[src/rtl/mlbt_pkg.sv]
// mlbt_pkg: shared types and codes for the learning bridge table
// used by every module of the block; depends on nothing
`timescale 1ns / 1ps

package mlbt_pkg;

  // register indexes of the configuration port
  localparam logic REG_PORT_COUNT = 1'b0;
  localparam logic REG_MAX_AGE    = 1'b1;

  // item kinds
  localparam logic KIND_FRAME = 1'b0;
  localparam logic KIND_TICK  = 1'b1;

  // result actions
  localparam logic [1:0] ACT_FLOOD   = 2'd0;
  localparam logic [1:0] ACT_FORWARD = 2'd1;
  localparam logic [1:0] ACT_FILTER  = 2'd2;
  localparam logic [1:0] ACT_TICK    = 2'd3;

  localparam logic [15:0] DEFAULT_MAX_AGE = 16'd300;
  localparam logic [6:0]  AGED_MAX        = 7'd127;

  // token that walks down the row of cells, one cell per cycle
  typedef struct packed {
    logic        vld;
    logic        kind;
    logic [47:0] src_mac;
    logic [47:0] dst_mac;
    logic [2:0]  ingress_port;
    logic [31:0] now;
    logic        hit;
    logic        free_found;
    logic        dst_found;
    logic [2:0]  dst_port;
    logic [6:0]  aged;
  } mlbt_tok_t;

  // broadcast write of a newly learned entry into the claimed cell
  typedef struct packed {
    logic        en;
    logic [47:0] mac;
    logic [2:0]  port;
    logic [31:0] now;
  } mlbt_inst_t;

  typedef struct packed {
    logic [1:0] action;
    logic [7:0] port_mask;
    logic       learned_new;
    logic       learn_dropped;
    logic [6:0] aged_count;
  } mlbt_res_t;

endpackage

[src/rtl/mlbt_cell.sv]
// mlbt_cell: one table entry plus one stage of the token chain
// depends on mlbt_pkg
`timescale 1ns / 1ps

module mlbt_cell
  import mlbt_pkg::*;
(
  input  logic        clk,
  input  logic        rst,
  input  logic [15:0] max_age,
  input  mlbt_tok_t   tok_in,
  input  mlbt_inst_t  inst,
  output mlbt_tok_t   tok_out
);

  logic        valid;
  logic        claim;
  logic [47:0] mac;
  logic [2:0]  port;
  logic [31:0] last_seen;

  logic        is_frame;
  logic        is_tick;
  logic        src_m;
  logic        dst_m;
  logic [31:0] age;
  logic        old;
  mlbt_tok_t   tok_next;

  assign is_frame = tok_in.vld && (tok_in.kind == KIND_FRAME);
  assign is_tick  = tok_in.vld && (tok_in.kind == KIND_TICK);
  assign src_m    = valid && (mac == tok_in.src_mac);
  assign dst_m    = valid && (mac == tok_in.dst_mac);
  assign age      = tok_in.now - last_seen;
  assign old      = valid && (age > {16'd0, max_age});

  always_comb begin
    tok_next = tok_in;
    if (is_frame) begin
      tok_next.hit = tok_in.hit | src_m;
      if (!valid) begin
        tok_next.free_found = 1'b1;
      end
      if (dst_m) begin
        tok_next.dst_found = 1'b1;
        // a refreshed source entry already carries the new port
        tok_next.dst_port  = src_m ? tok_in.ingress_port : port;
      end
    end
    if (is_tick && old && (tok_in.aged != AGED_MAX)) begin
      tok_next.aged = tok_in.aged + 7'd1;
    end
  end

  always_ff @(posedge clk) begin
    if (rst) begin
      valid       <= 1'b0;
      claim       <= 1'b0;
      tok_out.vld <= 1'b0;
    end else begin
      tok_out <= tok_next;
      if (tok_in.vld) begin
        // first free cell of this pass takes the new entry if it is learned
        claim <= is_frame && !valid && !tok_in.free_found;
      end
      if (is_tick && old) begin
        valid <= 1'b0;
      end
      if (inst.en && claim) begin
        valid <= 1'b1;
      end
    end
  end

  always_ff @(posedge clk) begin
    if (is_frame && src_m) begin
      port      <= tok_in.ingress_port;
      last_seen <= tok_in.now;
    end
    if (inst.en && claim) begin
      mac       <= inst.mac;
      port      <= inst.port;
      last_seen <= inst.now;
    end
  end

endmodule

[config.mk]
export PLATFORM = sky130hd
export DESIGN_NAME = mlbt_cell
export DESIGN_NICKNAME = d
export VERILOG_FILES = /design/src/rtl/mlbt_pkg.sv /design/src/rtl/mlbt_cell.sv
export SDC_FILE = /design/constraint.sdc
export NUM_CORES = 1
export LEC_CHECK = 0
export ABC_AREA = 0
export BUFFER_PORTS_ARGS = -buffer_cell sky130_fd_sc_hd__buf_4
export CORE_MARGIN = 4
export CORE_UTILIZATION = 45
export CTS_CLUSTER_SIZE = 30
export DETAILED_ROUTE_END_ITERATION = 7
export GPL_ROUTABILITY_DRIVEN = 0
export PLACE_DENSITY = 0.87
export SKIP_CTS_REPAIR_TIMING = 1
export SLEW_MARGIN = 20
export SYNTH_ARGS = -nofsm -noshare
export SYNTH_HDL_FRONTEND = slang
export SYNTH_SLANG_ARGS = --single-unit
[constraint.sdc]
create_clock -name clk -period 5.16 [get_ports clk]
set_input_delay 0.774 -clock clk [delete_from_list [all_inputs] [get_ports clk]]
set_output_delay 0.774 -clock clk [all_outputs]
set_load 0.05 [all_outputs]
---- Word level (Yosys, flattened, before mapping) ----
Cells that the tools add are included.
word-level totals
  register bits ........................... 231
  input port bits ......................... 248
  output and inout port bits .............. 146
  word-level logic and storage cells ...... 50
operators by class
  add/subtract/negate cells ............... 2
  order comparisons ....................... 1
  equality and inequality tests ........... 3
  mux-type cells .......................... 11
  bitwise logic cells ..................... 2
  reductions and logical operators ........ 15
operator list
  kind                                                            count
  48-bit == test                                                  2
  32-bit 2-to-1 mux                                               2
  32-bit by 16-bit > comparator with 1-bit output                 1
  32-bit subtractor                                               1
  1-bit logical AND                                               11
  3-bit 2-to-1 mux                                                3
  7-bit by 1-bit adder with 7-bit output (second input constant)  1
  7-bit 2-to-1 mux                                                1
  7-bit inequality test (second input constant)                   1
  6-bit 2-to-1 mux                                                1
  4-bit 2-to-1 mux                                                1
  2-bit nonzero test                                              2
  1-bit 2-to-1 mux                                                3
  1-bit logical NOT                                               2
  1-bit NOT                                                       1
  1-bit bitwise OR                                                1

---- Longest topological paths before layout ----
  depth after elaboration ................. 6
  mapped depth ............................ 21

---- Worst setup path after synthesis ----
OpenSTA, ideal clock, no wires.
  path type ............................... in2reg
  start point ............................. input tok_in[15] (netlist name)
  end point ............................... register tok_out[1] (netlist name), data pin
  arrival ................................. 4,913 ps
  required time ........................... 4,900 ps
  path slack .............................. -13 ps
  stages on the path ...................... 20
  path buffers ............................ 0
  path through ............................ ha_1 > o211ai_1 > a21oi_1 > o21ai_1 > o211ai_1 > a21o_1 > a21oi_1 > xnor2_1 > ha_1 > and3_1 > nand4_1 > a21oi_1 > a41oi_1 > a31oi_1 > or4_1 > nor4b_2 > o2111ai_1 > nor4_4 > nor2_2 > mux2_4
RTL lines
  element               RTL line         RTL
  start, declared       mlbt_cell.sv:11  input mlbt_tok_t tok_in,
  end signal, assigned  mlbt_cell.sv:61  tok_out <= tok_next;
  end, declared         mlbt_cell.sv:13  output mlbt_tok_t tok_out

==> results.py <==
metrics = {
    "status": {
        "status": "completed",
    },
    "cts": {
        "htree_levels": 1,
        "clk_root_buffer_cell": "clkbuf_16",
        "numCtsBuffers": 24,
        "cts_buffer_depth": 3,
        "cts.sinks": 231,
        "clk_latency_ns": 0.51,
        "cts_tree": "yes",
        "clk_pin_slew_worst_paths_ns": 0.06,
    },
    "drt": {
        "top_layer": "met5",
        "wl_met2_mm": 17.9,
        "drc": 0,
        "wirelength_mm": 34.3,
        "wl_met1_mm": 11.3,
        "antenna_left": 0,
        "drt_pass1_iterations": 5,
        "dr_total_vias": 8371,
        "drt_iter0_markers": 692,
        "wl_per_cell_um": 21.8,
        "drt-vias-per-instance": 5.32,
        "dr_wl_met3_mm": 3.57,
    },
    "place": {
        "detailed_place_hpwl_mm": 26.9,
        "placed_area_um2": 14500,
        "portBuffers": 393,
    },
    "floorplan": {
        "dieWidth_um": 164,
        "ios": 394,
        "rows": 56,
        "design.die.area_um2": 26900,
        "core_area_um2": 23700,
        "die_y_um": 164,
        "initial_core_util_pct": 46.3,
    },
    "sta": {
        "rsz0062_at_grt": "no",
        "finalSetupViolations": 0,
        "post-route-min-period_ns": 4.90,
        "hold_viol": 0,
        "slew_headroom_pct": 45.7,
        "skew_ns": 0.0139,
        "max_freq_ghz": 0.204,
        "slew_viol_final": 0,
        "finalSetupTns_ns": 0,
        "tightest_slew_ns": 0.814,
        "fin_crit_sh_pct": 94.9,
        "holdWs_ns": 0.435,
    },
    "critical_path": {
        "path_cells": "buf_4, inv_1, ha_1, fa_1, nand2b_1, a21oi_1, a211oi_2, o21ai_1, a21oi_1, xnor2_1, ha_1, nand4_1, a21oi_1, a41oi_2, a31oi_2, or4_4, nor4b_4, o2111ai_2, nor4_4, buf_4, nor3_1, xor2_1",
        "cp_max_fo": 5,
        "worst-path-buf-inv": 3,
        "slowest_stage": "or4_4",
        "cpMostUsedCell": "a21oi_1",
        "worstPathArrival_ns": 5.14,
        "required_ns": 5.40,
        "start_kind": "primary input",
        "path_class": "primary input to flop",
        "cpPeakStageDelay_ns": 0.56,
        "crit_family": "compound AO/OA/AOI/OAI gates",
        "worstSetupEndpointType": "flop",
    },
    "cells_and_area": {
        "layout_commonest_cell": "buf_4",
        "layout.nets": 1536,
        "final_core_util_pct": 64.6,
        "mostFrequentLayoutCells": "422 x buf_4, 228 x edfxtp_1, 80 x xor2_1",
        "final_area_um2": 15300,
        "drive_gt1_share_pct": 40.6,
        "area_growth_pct": 39.6,
        "diodes": 0,
    },
    "pwr": {
        "intPower_w": 0.00352,
        "irDropWorstVdd_v": 0.000264,
        "switching_power_w": 0.00136,
        "switching_share_pct": 27.9,
        "comb_power_share_pct": 20.4,
        "sequentialPowerShare_pct": 45.3,
        "p_per_area_nw_per_um2": 319,
        "clock_power_share_pct": 34.3,
        "p_leak_nw": 6.38,
    },
    "yosys": {
        "synth_nets": 1099,
        "synth_cell_type_count": 56,
        "avgSynthCellArea_um2": 13.7,
        "yosysWarnings": 0,
        "ys_ff_latch": 231,
        "ys.flop_type": "edfxtp_1",
        "ys_seq_area_share_pct": 63.0,
        "synthArstFlopShare_pct": 0,
        "synth_edf_count": 228,
        "synth_cells": 802,
        "syn_area_um2": 11000,
    },
    "global_routing": {
        "grt_pass1_wl_mm": 49.3,
        "grt_pass1_vias": 8711,
        "grt-ovfl-total": 0,
        "grt_max_degree": 74,
        "antenna_found_initial": 1,
        "grtUsageTotal_pct": 24.0,
    },
    "worst_hold_path": {
        "hold_class": "primary input to flop",
    },
    "flow_run": {
        "max_cap_viol_count": 0,
    },
}
==> per-layer routing <==
metal	track usage (%)	up-vias
li1	-	3868
met1	25.3	3940
met2	44.6	474
met3	7.28	87
met4	9.23	2
met5	0	-
==> registers in the layout, summed over array words and instances (netlist names) <==
| name | flops |
|---|---|
| claim | 1 |
| tok_out | 146 |
| port | 3 |
| valid | 1 |
| last_seen | 32 |
| mac | 48 |
==> worst reg2reg max path, stage by stage (launching register included) <==
cell and delay, ns:
edfxtp_1 0.36, inv_1 0.08, ha_1 0.25, buf_4 0.16
nand2b_1 0.09, a21oi_1 0.08, a211oi_2 0.41, o21ai_1 0.18
a21oi_1 0.27, xnor2_1 0.16, ha_1 0.29, nand4_1 0.14
a21oi_1 0.08, a41oi_2 0.22, a31oi_2 0.13, or4_4 0.56
nor4b_4 0.24, o2111ai_2 0.16, nor4_4 0.30, buf_4 0.20
nor3_1 0.07, xor2_1 0.16
==> path summary, 6_finish.rpt <==
check / endpoint / cells after the start / slack (ns) / from
hold / removal: mac[29] / 1 / 0.43 / inst[64]
hold reg to reg: claim / 2 / 0.51 / claim
setup reg to reg: tok_out[4] / 21 / 0.29 / last_seen[2]
setup / recovery: tok_out[4] / 22 / 0.26 / tok_in[13]
==> final cells by class <==
| cell class | instances | area, µm² |
|---|---|---|
| fillers | 1731 | 8380 |
| flip-flops and latches | 231 | 6910 |
| multi-input cells | 504 | 3860 |
| repair buffers | 422 | 3170 |
| clock buffers | 28 | 637 |
| well taps | 319 | 399 |
| inverters | 56 | 218 |
| clock inverters | 14 | 114 |
==> per-stage QoR <==
| stage | power [W] | instances | setup WS [ns] |
|---|---|---|---|
| global placement | 0.00321 | 1530 | -0.0710 |
| finish | 0.00489 | 1574 | 0.263 |
| CTS | 0.00491 | 1572 | 0.224 |
| global route | 0.00506 | 1574 | 0.00767 |
| detailed placement | 0.00324 | 1530 | -0.289 |
| floorplan | 0.00282 | 802 | 0.129 |
==> cell families after synthesis <==
family | count (synthesis) | share of synthesized area [%]
and+or+nand+nor | 168 | 8.03
AOI/OAI and AO/OA | 126 | 7.24
xor gates and xnor gates | 123 | 9.83
adders and majority gates | 49 | 5.66
buffers and inverters | 67 | 2.34
DFF | 231 | 63.0
muxes | 38 | 3.89
==> cell usage after synthesis (2+ instances only) <==
cell type,number,share of area [%]
edfxtp_1,228,62
xor2_1,80,6.4
inv_1,56,1.9
a21oi_1,51,2.3
ha_1,48,5.5
xnor2_1,43,3.4
nand2_1,41,1.4
mux2_2,33,3.4
nor2_1,28,0.96
o21ai_0,25,1.1
nand3_1,22,1.0
nor4_1,21,1.2
nand4_1,20,1.1
clkbuf_1,8,0.27
nand2b_1,8,0.46
o211ai_1,7,0.48
a21o_1,6,0.41
and3_1,6,0.34
nor3_1,6,0.27
o21bai_1,5,0.34
mux2i_1,4,0.37
o21a_1,4,0.27
a211oi_1,3,0.21
a21oi_2,3,0.24
dfxtp_1,3,0.55
o21ai_1,3,0.14
and4_1,2,0.16
nor3b_1,2,0.14
o2111ai_1,2,0.16
o221ai_1,2,0.16
o22ai_1,2,0.11
o31a_1,2,0.16
o31ai_1,2,0.14
or2_2,2,0.11
or3_1,2,0.11
or4_1,2,0.14
==> power groups by stage <==
stage / registers [W] / logic, W / clock network (W)
6_report: 0.00221 / 0.000999 / 0.00167
5_1_grt: 0.00222 / 0.00105 / 0.00179
4_1_cts: 0.00221 / 0.000988 / 0.00171
3_5_place_dp: 0.00225 / 0.000983 / 0
3_3_place_gp: 0.00225 / 0.000965 / 0
2_1_floorplan: 0.00258 / 0.000240 / 0
(Power assumes the default switching activity.)
