### src/rtl/mlbt_pkg.sv
// mlbt_pkg: shared types and codes for the learning bridge table
// used by every module of the block; depends on nothing
`timescale 1ns / 1ps

package mlbt_pkg;

  // register indexes of the configuration port
  localparam logic REG_PORT_COUNT = 1'b0;
  localparam logic REG_MAX_AGE    = 1'b1;

  // item kinds
  localparam logic KIND_FRAME = 1'b0;
  localparam logic KIND_TICK  = 1'b1;

  // result actions
  localparam logic [1:0] ACT_FLOOD   = 2'd0;
  localparam logic [1:0] ACT_FORWARD = 2'd1;
  localparam logic [1:0] ACT_FILTER  = 2'd2;
  localparam logic [1:0] ACT_TICK    = 2'd3;

  localparam logic [15:0] DEFAULT_MAX_AGE = 16'd300;
  localparam logic [6:0]  AGED_MAX        = 7'd127;

  // token that walks down the row of cells, one cell per cycle
  typedef struct packed {
    logic        vld;
    logic        kind;
    logic [47:0] src_mac;
    logic [47:0] dst_mac;
    logic [2:0]  ingress_port;
    logic [31:0] now;
    logic        hit;
    logic        free_found;
    logic        dst_found;
    logic [2:0]  dst_port;
    logic [6:0]  aged;
  } mlbt_tok_t;

  // broadcast write of a newly learned entry into the claimed cell
  typedef struct packed {
    logic        en;
    logic [47:0] mac;
    logic [2:0]  port;
    logic [31:0] now;
  } mlbt_inst_t;

  typedef struct packed {
    logic [1:0] action;
    logic [7:0] port_mask;
    logic       learned_new;
    logic       learn_dropped;
    logic [6:0] aged_count;
  } mlbt_res_t;

endpackage

### src/rtl/mlbt_resolve.sv
// mlbt_resolve: turns the token leaving the chain into a result and an install
// depends on mlbt_pkg
`timescale 1ns / 1ps

module mlbt_resolve
  import mlbt_pkg::*;
#(
  parameter int NUM_PORTS = 8
) (
  input  mlbt_tok_t  tok,
  input  logic [3:0] port_count,
  output mlbt_res_t  res,
  output mlbt_inst_t inst
);

  logic       learned;
  logic       dropped;
  logic       found;
  logic [2:0] fwd_port;
  logic [3:0] n_active;
  logic [7:0] flood_mask;
  logic [7:0] fwd_mask;

  assign learned  = !tok.hit && tok.free_found;
  assign dropped  = !tok.hit && !tok.free_found;
  // destination equal to a just-learned source is found at the ingress port
  assign found    = tok.dst_found || ((tok.dst_mac == tok.src_mac) && !dropped);
  assign fwd_port = tok.dst_found ? tok.dst_port : tok.ingress_port;
  assign n_active = (port_count > 4'(NUM_PORTS)) ? 4'(NUM_PORTS) : port_count;

  always_comb begin
    for (int b = 0; b < 8; b++) begin
      flood_mask[b] = (4'(b) < n_active) && (3'(b) != tok.ingress_port);
      fwd_mask[b]   = (3'(b) == fwd_port) && (b < NUM_PORTS);
    end
  end

  always_comb begin
    res = '0;
    if (tok.kind == KIND_TICK) begin
      res.action     = ACT_TICK;
      res.aged_count = tok.aged;
    end else begin
      res.learned_new   = learned;
      res.learn_dropped = dropped;
      if (!found) begin
        res.action    = ACT_FLOOD;
        res.port_mask = flood_mask;
      end else if (fwd_port != tok.ingress_port) begin
        res.action    = ACT_FORWARD;
        res.port_mask = fwd_mask;
      end else begin
        res.action    = ACT_FILTER;
      end
    end
  end

  assign inst.en   = tok.vld && (tok.kind == KIND_FRAME) && learned;
  assign inst.mac  = tok.src_mac;
  assign inst.port = tok.ingress_port;
  assign inst.now  = tok.now;

endmodule
### config.mk
export PLATFORM = sky130hd
export DESIGN_NAME = mlbt_resolve
export DESIGN_NICKNAME = d
export VERILOG_FILES = /design/src/rtl/mlbt_pkg.sv /design/src/rtl/mlbt_resolve.sv
export SDC_FILE = /design/constraint.sdc
export NUM_CORES = 1
export LEC_CHECK = 0
export BUFFER_PORTS_ARGS = -buffer_cell sky130_fd_sc_hd__buf_2
export CAP_MARGIN = 40
export CORE_AREA = 2 2 97 99
export DETAILED_ROUTE_END_ITERATION = 10
export DIE_AREA = 0 0 99 101
export SLEW_MARGIN = 10
export SYNTH_ARGS = -nofsm -noshare
export SYNTH_HDL_FRONTEND = slang
export SYNTH_SLANG_ARGS = --single-unit
### constraint.sdc
create_clock -name vclk -period 2.38
set_input_delay 0.476 -clock vclk [all_inputs]
set_output_delay 0.476 -clock vclk [all_outputs]
set_load 0.1 [all_outputs]
Word level (Yosys, flattened, before mapping)
Cells that the tools add are included.
{ "word_totals": {"regBits": 0, "output_inout_bits": 103, "input_bits": 150} }
{ "op_classes": {"n_eq_ne": 16, "muxes": 8, "bitwise": 1, "n_reduce_logical": 19, "order_cmp": 9} }
{ "op_table": {"columns": ["operator", "count"], "rows": [
  ["$eq 48x48->1", 1],
  ["$mux 10", 2],
  ["$lt 3x4->1 const A", 4],
  ["$logic_and 1x1->1", 13],
  ["$eq 3x3->1 const A", 4],
  ["$ne 3x3->1 const A", 4],
  ["$lt 1x4->1 const A", 2],
  ["$lt 2x4->1 const A", 2],
  ["$mux 8", 1],
  ["$mux 7", 1],
  ["$eq 2x3->1 const A", 2],
  ["$ne 2x3->1 const A", 2],
  ["$gt 4x4->1 const B", 1],
  ["$mux 2", 2],
  ["$mux 4", 1],
  ["$eq 1x3->1 const A", 1],
  ["$logic_not 1->1", 3],
  ["$logic_not 3->1", 1],
  ["$mux 3", 1],
  ["$ne 1x3->1 const A", 1],
  ["$ne 3x3->1", 1],
  ["$reduce_bool 3->1", 1],
  ["$logic_or 1x1->1", 1],
  ["$not 1->1", 1]
]} }

Logic depth before layout (Yosys ltp)
{ "logic_depth": {"word_depth": 7, "depth_mapped": 6, "mapped_depth_nobuf": 5} }

Worst setup path before layout
Ideal clock, no wire load.
{ "synth_timing": {"kind": "in2out", "startpoint": "input port tok[144] (netlist bit)", "endpoint": "output port inst[83] (netlist bit)", "t_required_ns": 1.904, "t_arrival_ns": 3.697, "setup_slack_ns": -1.793, "cell_stages": 2, "path_buffers": 0, "path_cell_list": "nor3b_1 > and2_1"} }
{ "synth_lines": {"columns": ["element", "line_no", "source"], "rows": [
  ["start: declaration", "mlbt_resolve.sv:10", "input mlbt_tok_t tok,"],
  ["end: declaration", "mlbt_resolve.sv:13", "output mlbt_inst_t inst"]
]} }

==> metrics.txt <==
# TYPE chip_impl_metric gauge
chip_impl_metric{name="cell_area_after_synthesis",unit="mm^2"} 0.00155
chip_impl_metric{name="initial_utilization",unit=""} 0.172
chip_impl_metric{name="drt_first_iter_violations",unit=""} 33
chip_impl_metric{name="grt_first_pass_wirelength",unit="um"} 8240
chip_impl_metric{name="first_global_vias",unit=""} 1782
chip_impl_metric{name="timing.max_cap.violations",unit=""} 0
chip_impl_metric{name="grt_start_max_net_pins",unit=""} 10
chip_impl_metric{name="boundaryPins",unit=""} 253
chip_impl_metric{name="antenna_cells_inserted",unit=""} 0
chip_impl_metric{name="min_path_cells",unit=""} 0
chip_impl_metric{name="globalplace.congestion",unit=""} 0.818
chip_impl_info{name="worstHoldPathType",value="input port to primary output"} 1
chip_impl_metric{name="place.port_buffers",unit=""} 189
chip_impl_metric{name="leakage",unit="uW"} 0.00132
chip_impl_metric{name="gr-total-overflow",unit=""} 0
chip_impl_info{name="worstSetupPathType",value="input port to primary output"} 1
chip_impl_metric{name="core_region_area",unit="mm^2"} 0.00898
chip_impl_metric{name="dr_total_vias",unit=""} 1888
chip_impl_metric{name="fillers",unit=""} 981
chip_impl_info{name="hp-start",value="tok[32]"} 1
chip_impl_info{name="crit_path_launch_type",value="input port"} 1
chip_impl_metric{name="slew_headroom",unit=""} 0.673
chip_impl_metric{name="total_switching_power",unit="uW"} 653
chip_impl_metric{name="nFlopsAndLatches",unit=""} 0
chip_impl_metric{name="layout-drive-gt1-share",unit=""} 0.702
chip_impl_metric{name="worstPathRequired",unit="ps"} 1900
chip_impl_info{name="mostFrequentLayoutCell",value="sky130_fd_sc_hd__buf_2"} 1
chip_impl_metric{name="clock_power_frac",unit=""} 0
chip_impl_info{name="top_usage_layer",value="met2"} 1
chip_impl_info{name="layout.cells.most_common_list",value="175 x sky130_fd_sc_hd__buf_2, 45 x sky130_fd_sc_hd__xor2_1, 26 x sky130_fd_sc_hd__buf_4"} 1
chip_impl_metric{name="power.share.combinational",unit=""} 1.000
chip_impl_info{name="launching_instance_or_port_of_the_critical_path",value="tok[123]"} 1
chip_impl_info{name="violations_in_the_final_reports",value="negative setup slack"} 1
chip_impl_metric{name="finalWorstPathRequiredPeriod",unit="ps"} 2610
chip_impl_metric{name="seq_power_share",unit=""} 0
chip_impl_metric{name="drt.antenna.violating_nets",unit=""} 0
chip_impl_metric{name="grt_antenna_before_repair",unit=""} 1
chip_impl_metric{name="fin_hold_ws",unit="ps"} 952
chip_impl_metric{name="report.final.slew_viol_count",unit=""} 0
chip_impl_metric{name="die_width",unit="um"} 99
chip_impl_metric{name="power.density",unit="mW/mm^2"} 352
chip_impl_metric{name="grt_use_total",unit=""} 0.0987
chip_impl_metric{name="finish.cell_count_without_fillers",unit=""} 453
chip_impl_metric{name="die_area",unit="mm^2"} 0.0100
chip_impl_metric{name="dieHeight",unit="um"} 101
chip_impl_info{name="setup_repair_after_global_routing_missed_its_margin",value="yes"} 1
chip_impl_metric{name="dp_cells",unit=""} 451
chip_impl_metric{name="n_clock_buffer",unit=""} 0
chip_impl_metric{name="final_min_period_over_clock_period",unit=""} 1.10
chip_impl_metric{name="postSynthCellCount",unit=""} 213
chip_impl_metric{name="hpwl_dp",unit="um"} 5010
chip_impl_metric{name="synth.lib_cells_used.distinct",unit=""} 28
chip_impl_metric{name="mean_instance_size_in_the_synthesized_netlist",unit="um^2"} 7.27
chip_impl_info{name="worstHoldEndpoint",value="inst[19]"} 1
chip_impl_metric{name="synthToLayoutAreaGrowth",unit="%"} 63.1
chip_impl_metric{name="worst_ir_drop_vdd",unit="uV"} 169
chip_impl_metric{name="synth.yosys.warnings",unit=""} 0
chip_impl_info{name="status",value="complete, but fails checks"} 1
chip_impl_metric{name="fin_nets",unit=""} 494
chip_impl_metric{name="maxClockFrequency",unit="MHz"} 383
chip_impl_metric{name="groute.layer.met1.usage",unit=""} 0.117
chip_impl_metric{name="drt_drc_violations_left",unit=""} 0
chip_impl_metric{name="met2_usage",unit=""} 0.180
chip_impl_metric{name="final_core_utilization",unit=""} 0.281
chip_impl_metric{name="timing.final.setup_violations",unit=""} 9
chip_impl_metric{name="layout_setup_ws",unit="ps"} -232
chip_impl_metric{name="area.sequential",unit="um^2"} 0
chip_impl_metric{name="total_placed_instance_area",unit="mm^2"} 0.00229
chip_impl_metric{name="power.share.switching",unit=""} 0.735
chip_impl_metric{name="drt_first_pass_iters",unit=""} 4
chip_impl_metric{name="row_count",unit=""} 35
chip_impl_metric{name="ratio_of_routed_vias_to_standard_cells",unit=""} 4.17
chip_impl_metric{name="path_max_fanout",unit=""} 5
chip_impl_metric{name="internal-power",unit="uW"} 235
chip_impl_metric{name="grt_util_met3",unit=""} 0.0243
chip_impl_metric{name="worst-slew-pin-transition",unit="ps"} 494
chip_impl_metric{name="synth_seq_area_share",unit=""} 0
chip_impl_metric{name="routed_wirelength",unit="um"} 5610
chip_impl_info{name="setup_crit_end_kind",value="primary output"} 1
chip_impl_metric{name="final_cell_area",unit="mm^2"} 0.00252
chip_impl_metric{name="wire_per_inst",unit="um"} 12.4
chip_impl_metric{name="finalHoldViolCount",unit=""} 0
chip_impl_metric{name="synth_fp_nets",unit=""} 363
chip_impl_metric{name="worstPathArrival",unit="ps"} 2140
## worst max path at each step
| stage | endpoint | slack (ps) | cells after the start |
|---|---|---|---|
| finish | res[18] | -230 | 10 |
| global route | res[18] | -350 | 10 |
| CTS | res[18] | -300 | 9 |
| detailed placement | res[12] | -430 | 8 |
| global placement | res[16] | -450 | 8 |
| floorplan | inst[83] | -710 | 2 |
## synthesized netlist by cell type (all sizes together)
library cell / number / share of area
xor2: 48 / 0.27
nand3: 6 / 0.019
a211o: 2 / 0.011
buf: 83 / 0.40
o32ai: 1 / 0.0057
nor3b: 1 / 0.0049
nor4b: 2 / 0.011
xnor2: 3 / 0.017
nand4: 2 / 0.0081
nand2: 8 / 0.019
nor2: 4 / 0.0097
inv: 4 / 0.0097
or2: 1 / 0.0040
o22ai: 1 / 0.0040
nor3: 4 / 0.013
a21oi: 1 / 0.0032
o31ai: 5 / 0.024
a221o: 1 / 0.0065
o21ai: 5 / 0.016
and2: 8 / 0.032
a311o: 2 / 0.013
clkbuf: 3 / 0.0073
o21a: 1 / 0.0049
a31oi: 1 / 0.0040
nor4: 13 / 0.062
a211oi: 1 / 0.0049
a21o: 2 / 0.0097
## stage by stage
stage / total power (uW) / setup TNS, ps / worst slack (ps)
floorplan: 916 / -3860 / -709
global placement: 837 / -3870 / -450
detailed placement: 842 / -3630 / -428
CTS: 874 / -2290 / -304
global route: 927 / -2870 / -351
finish: 888 / -1810 / -232
## repair_timing
action / in CTS / in global routing
hold buffers: 0 / 0
endpoints found under the hold margin: 0 / 0
resized for setup: 29 / 14
gates cloned: 0 / 1
setup endpoints to repair: 9 / 9
pin swaps: 2 / 11
setup buffers: 0 / 1
## power groups by stage
stage / clock network [uW] / registers [uW] / logic (uW)
3_3_place_gp: 0 / 0 / 837
5_1_grt: 0 / 0 / 927
3_5_place_dp: 0 / 0 / 842
6_report: 0 / 0 / 888
4_1_cts: 0 / 0 / 874
2_1_floorplan: 0 / 0 / 916
## routing by layer
metal,up-vias,share of wire
met1,845,0.36
met4,2,0.017
li1,896,-
met5,-,0.0023
met2,131,0.51
met3,14,0.11
## kinds of logic after synthesis
kind of cell	synth area share
AO/OA/AOI/OAI	0.108
XOR/XNOR	0.289
buffers and inverters	0.420
AND/OR/NAND/NOR	0.184
## layout make-up
cell class         count  area [um^2]  area share
well taps            111          139      0.0550
multi-input cells    123         1080       0.426
repair buffers       215         1290       0.513
inverters              4         15.0     0.00595
## worst max-delay path: stages
cell and delay (ps):
sky130_fd_sc_hd__buf_2 110, sky130_fd_sc_hd__xor2_1 140, sky130_fd_sc_hd__nor4_2 320, sky130_fd_sc_hd__nand4_1 150, sky130_fd_sc_hd__buf_4 170, sky130_fd_sc_hd__nor4_4 190
sky130_fd_sc_hd__buf_4 170, sky130_fd_sc_hd__buf_12 120, sky130_fd_sc_hd__a211o_4 130, sky130_fd_sc_hd__buf_12 160
No activity file was read; power rests on OpenSTA's default activity.
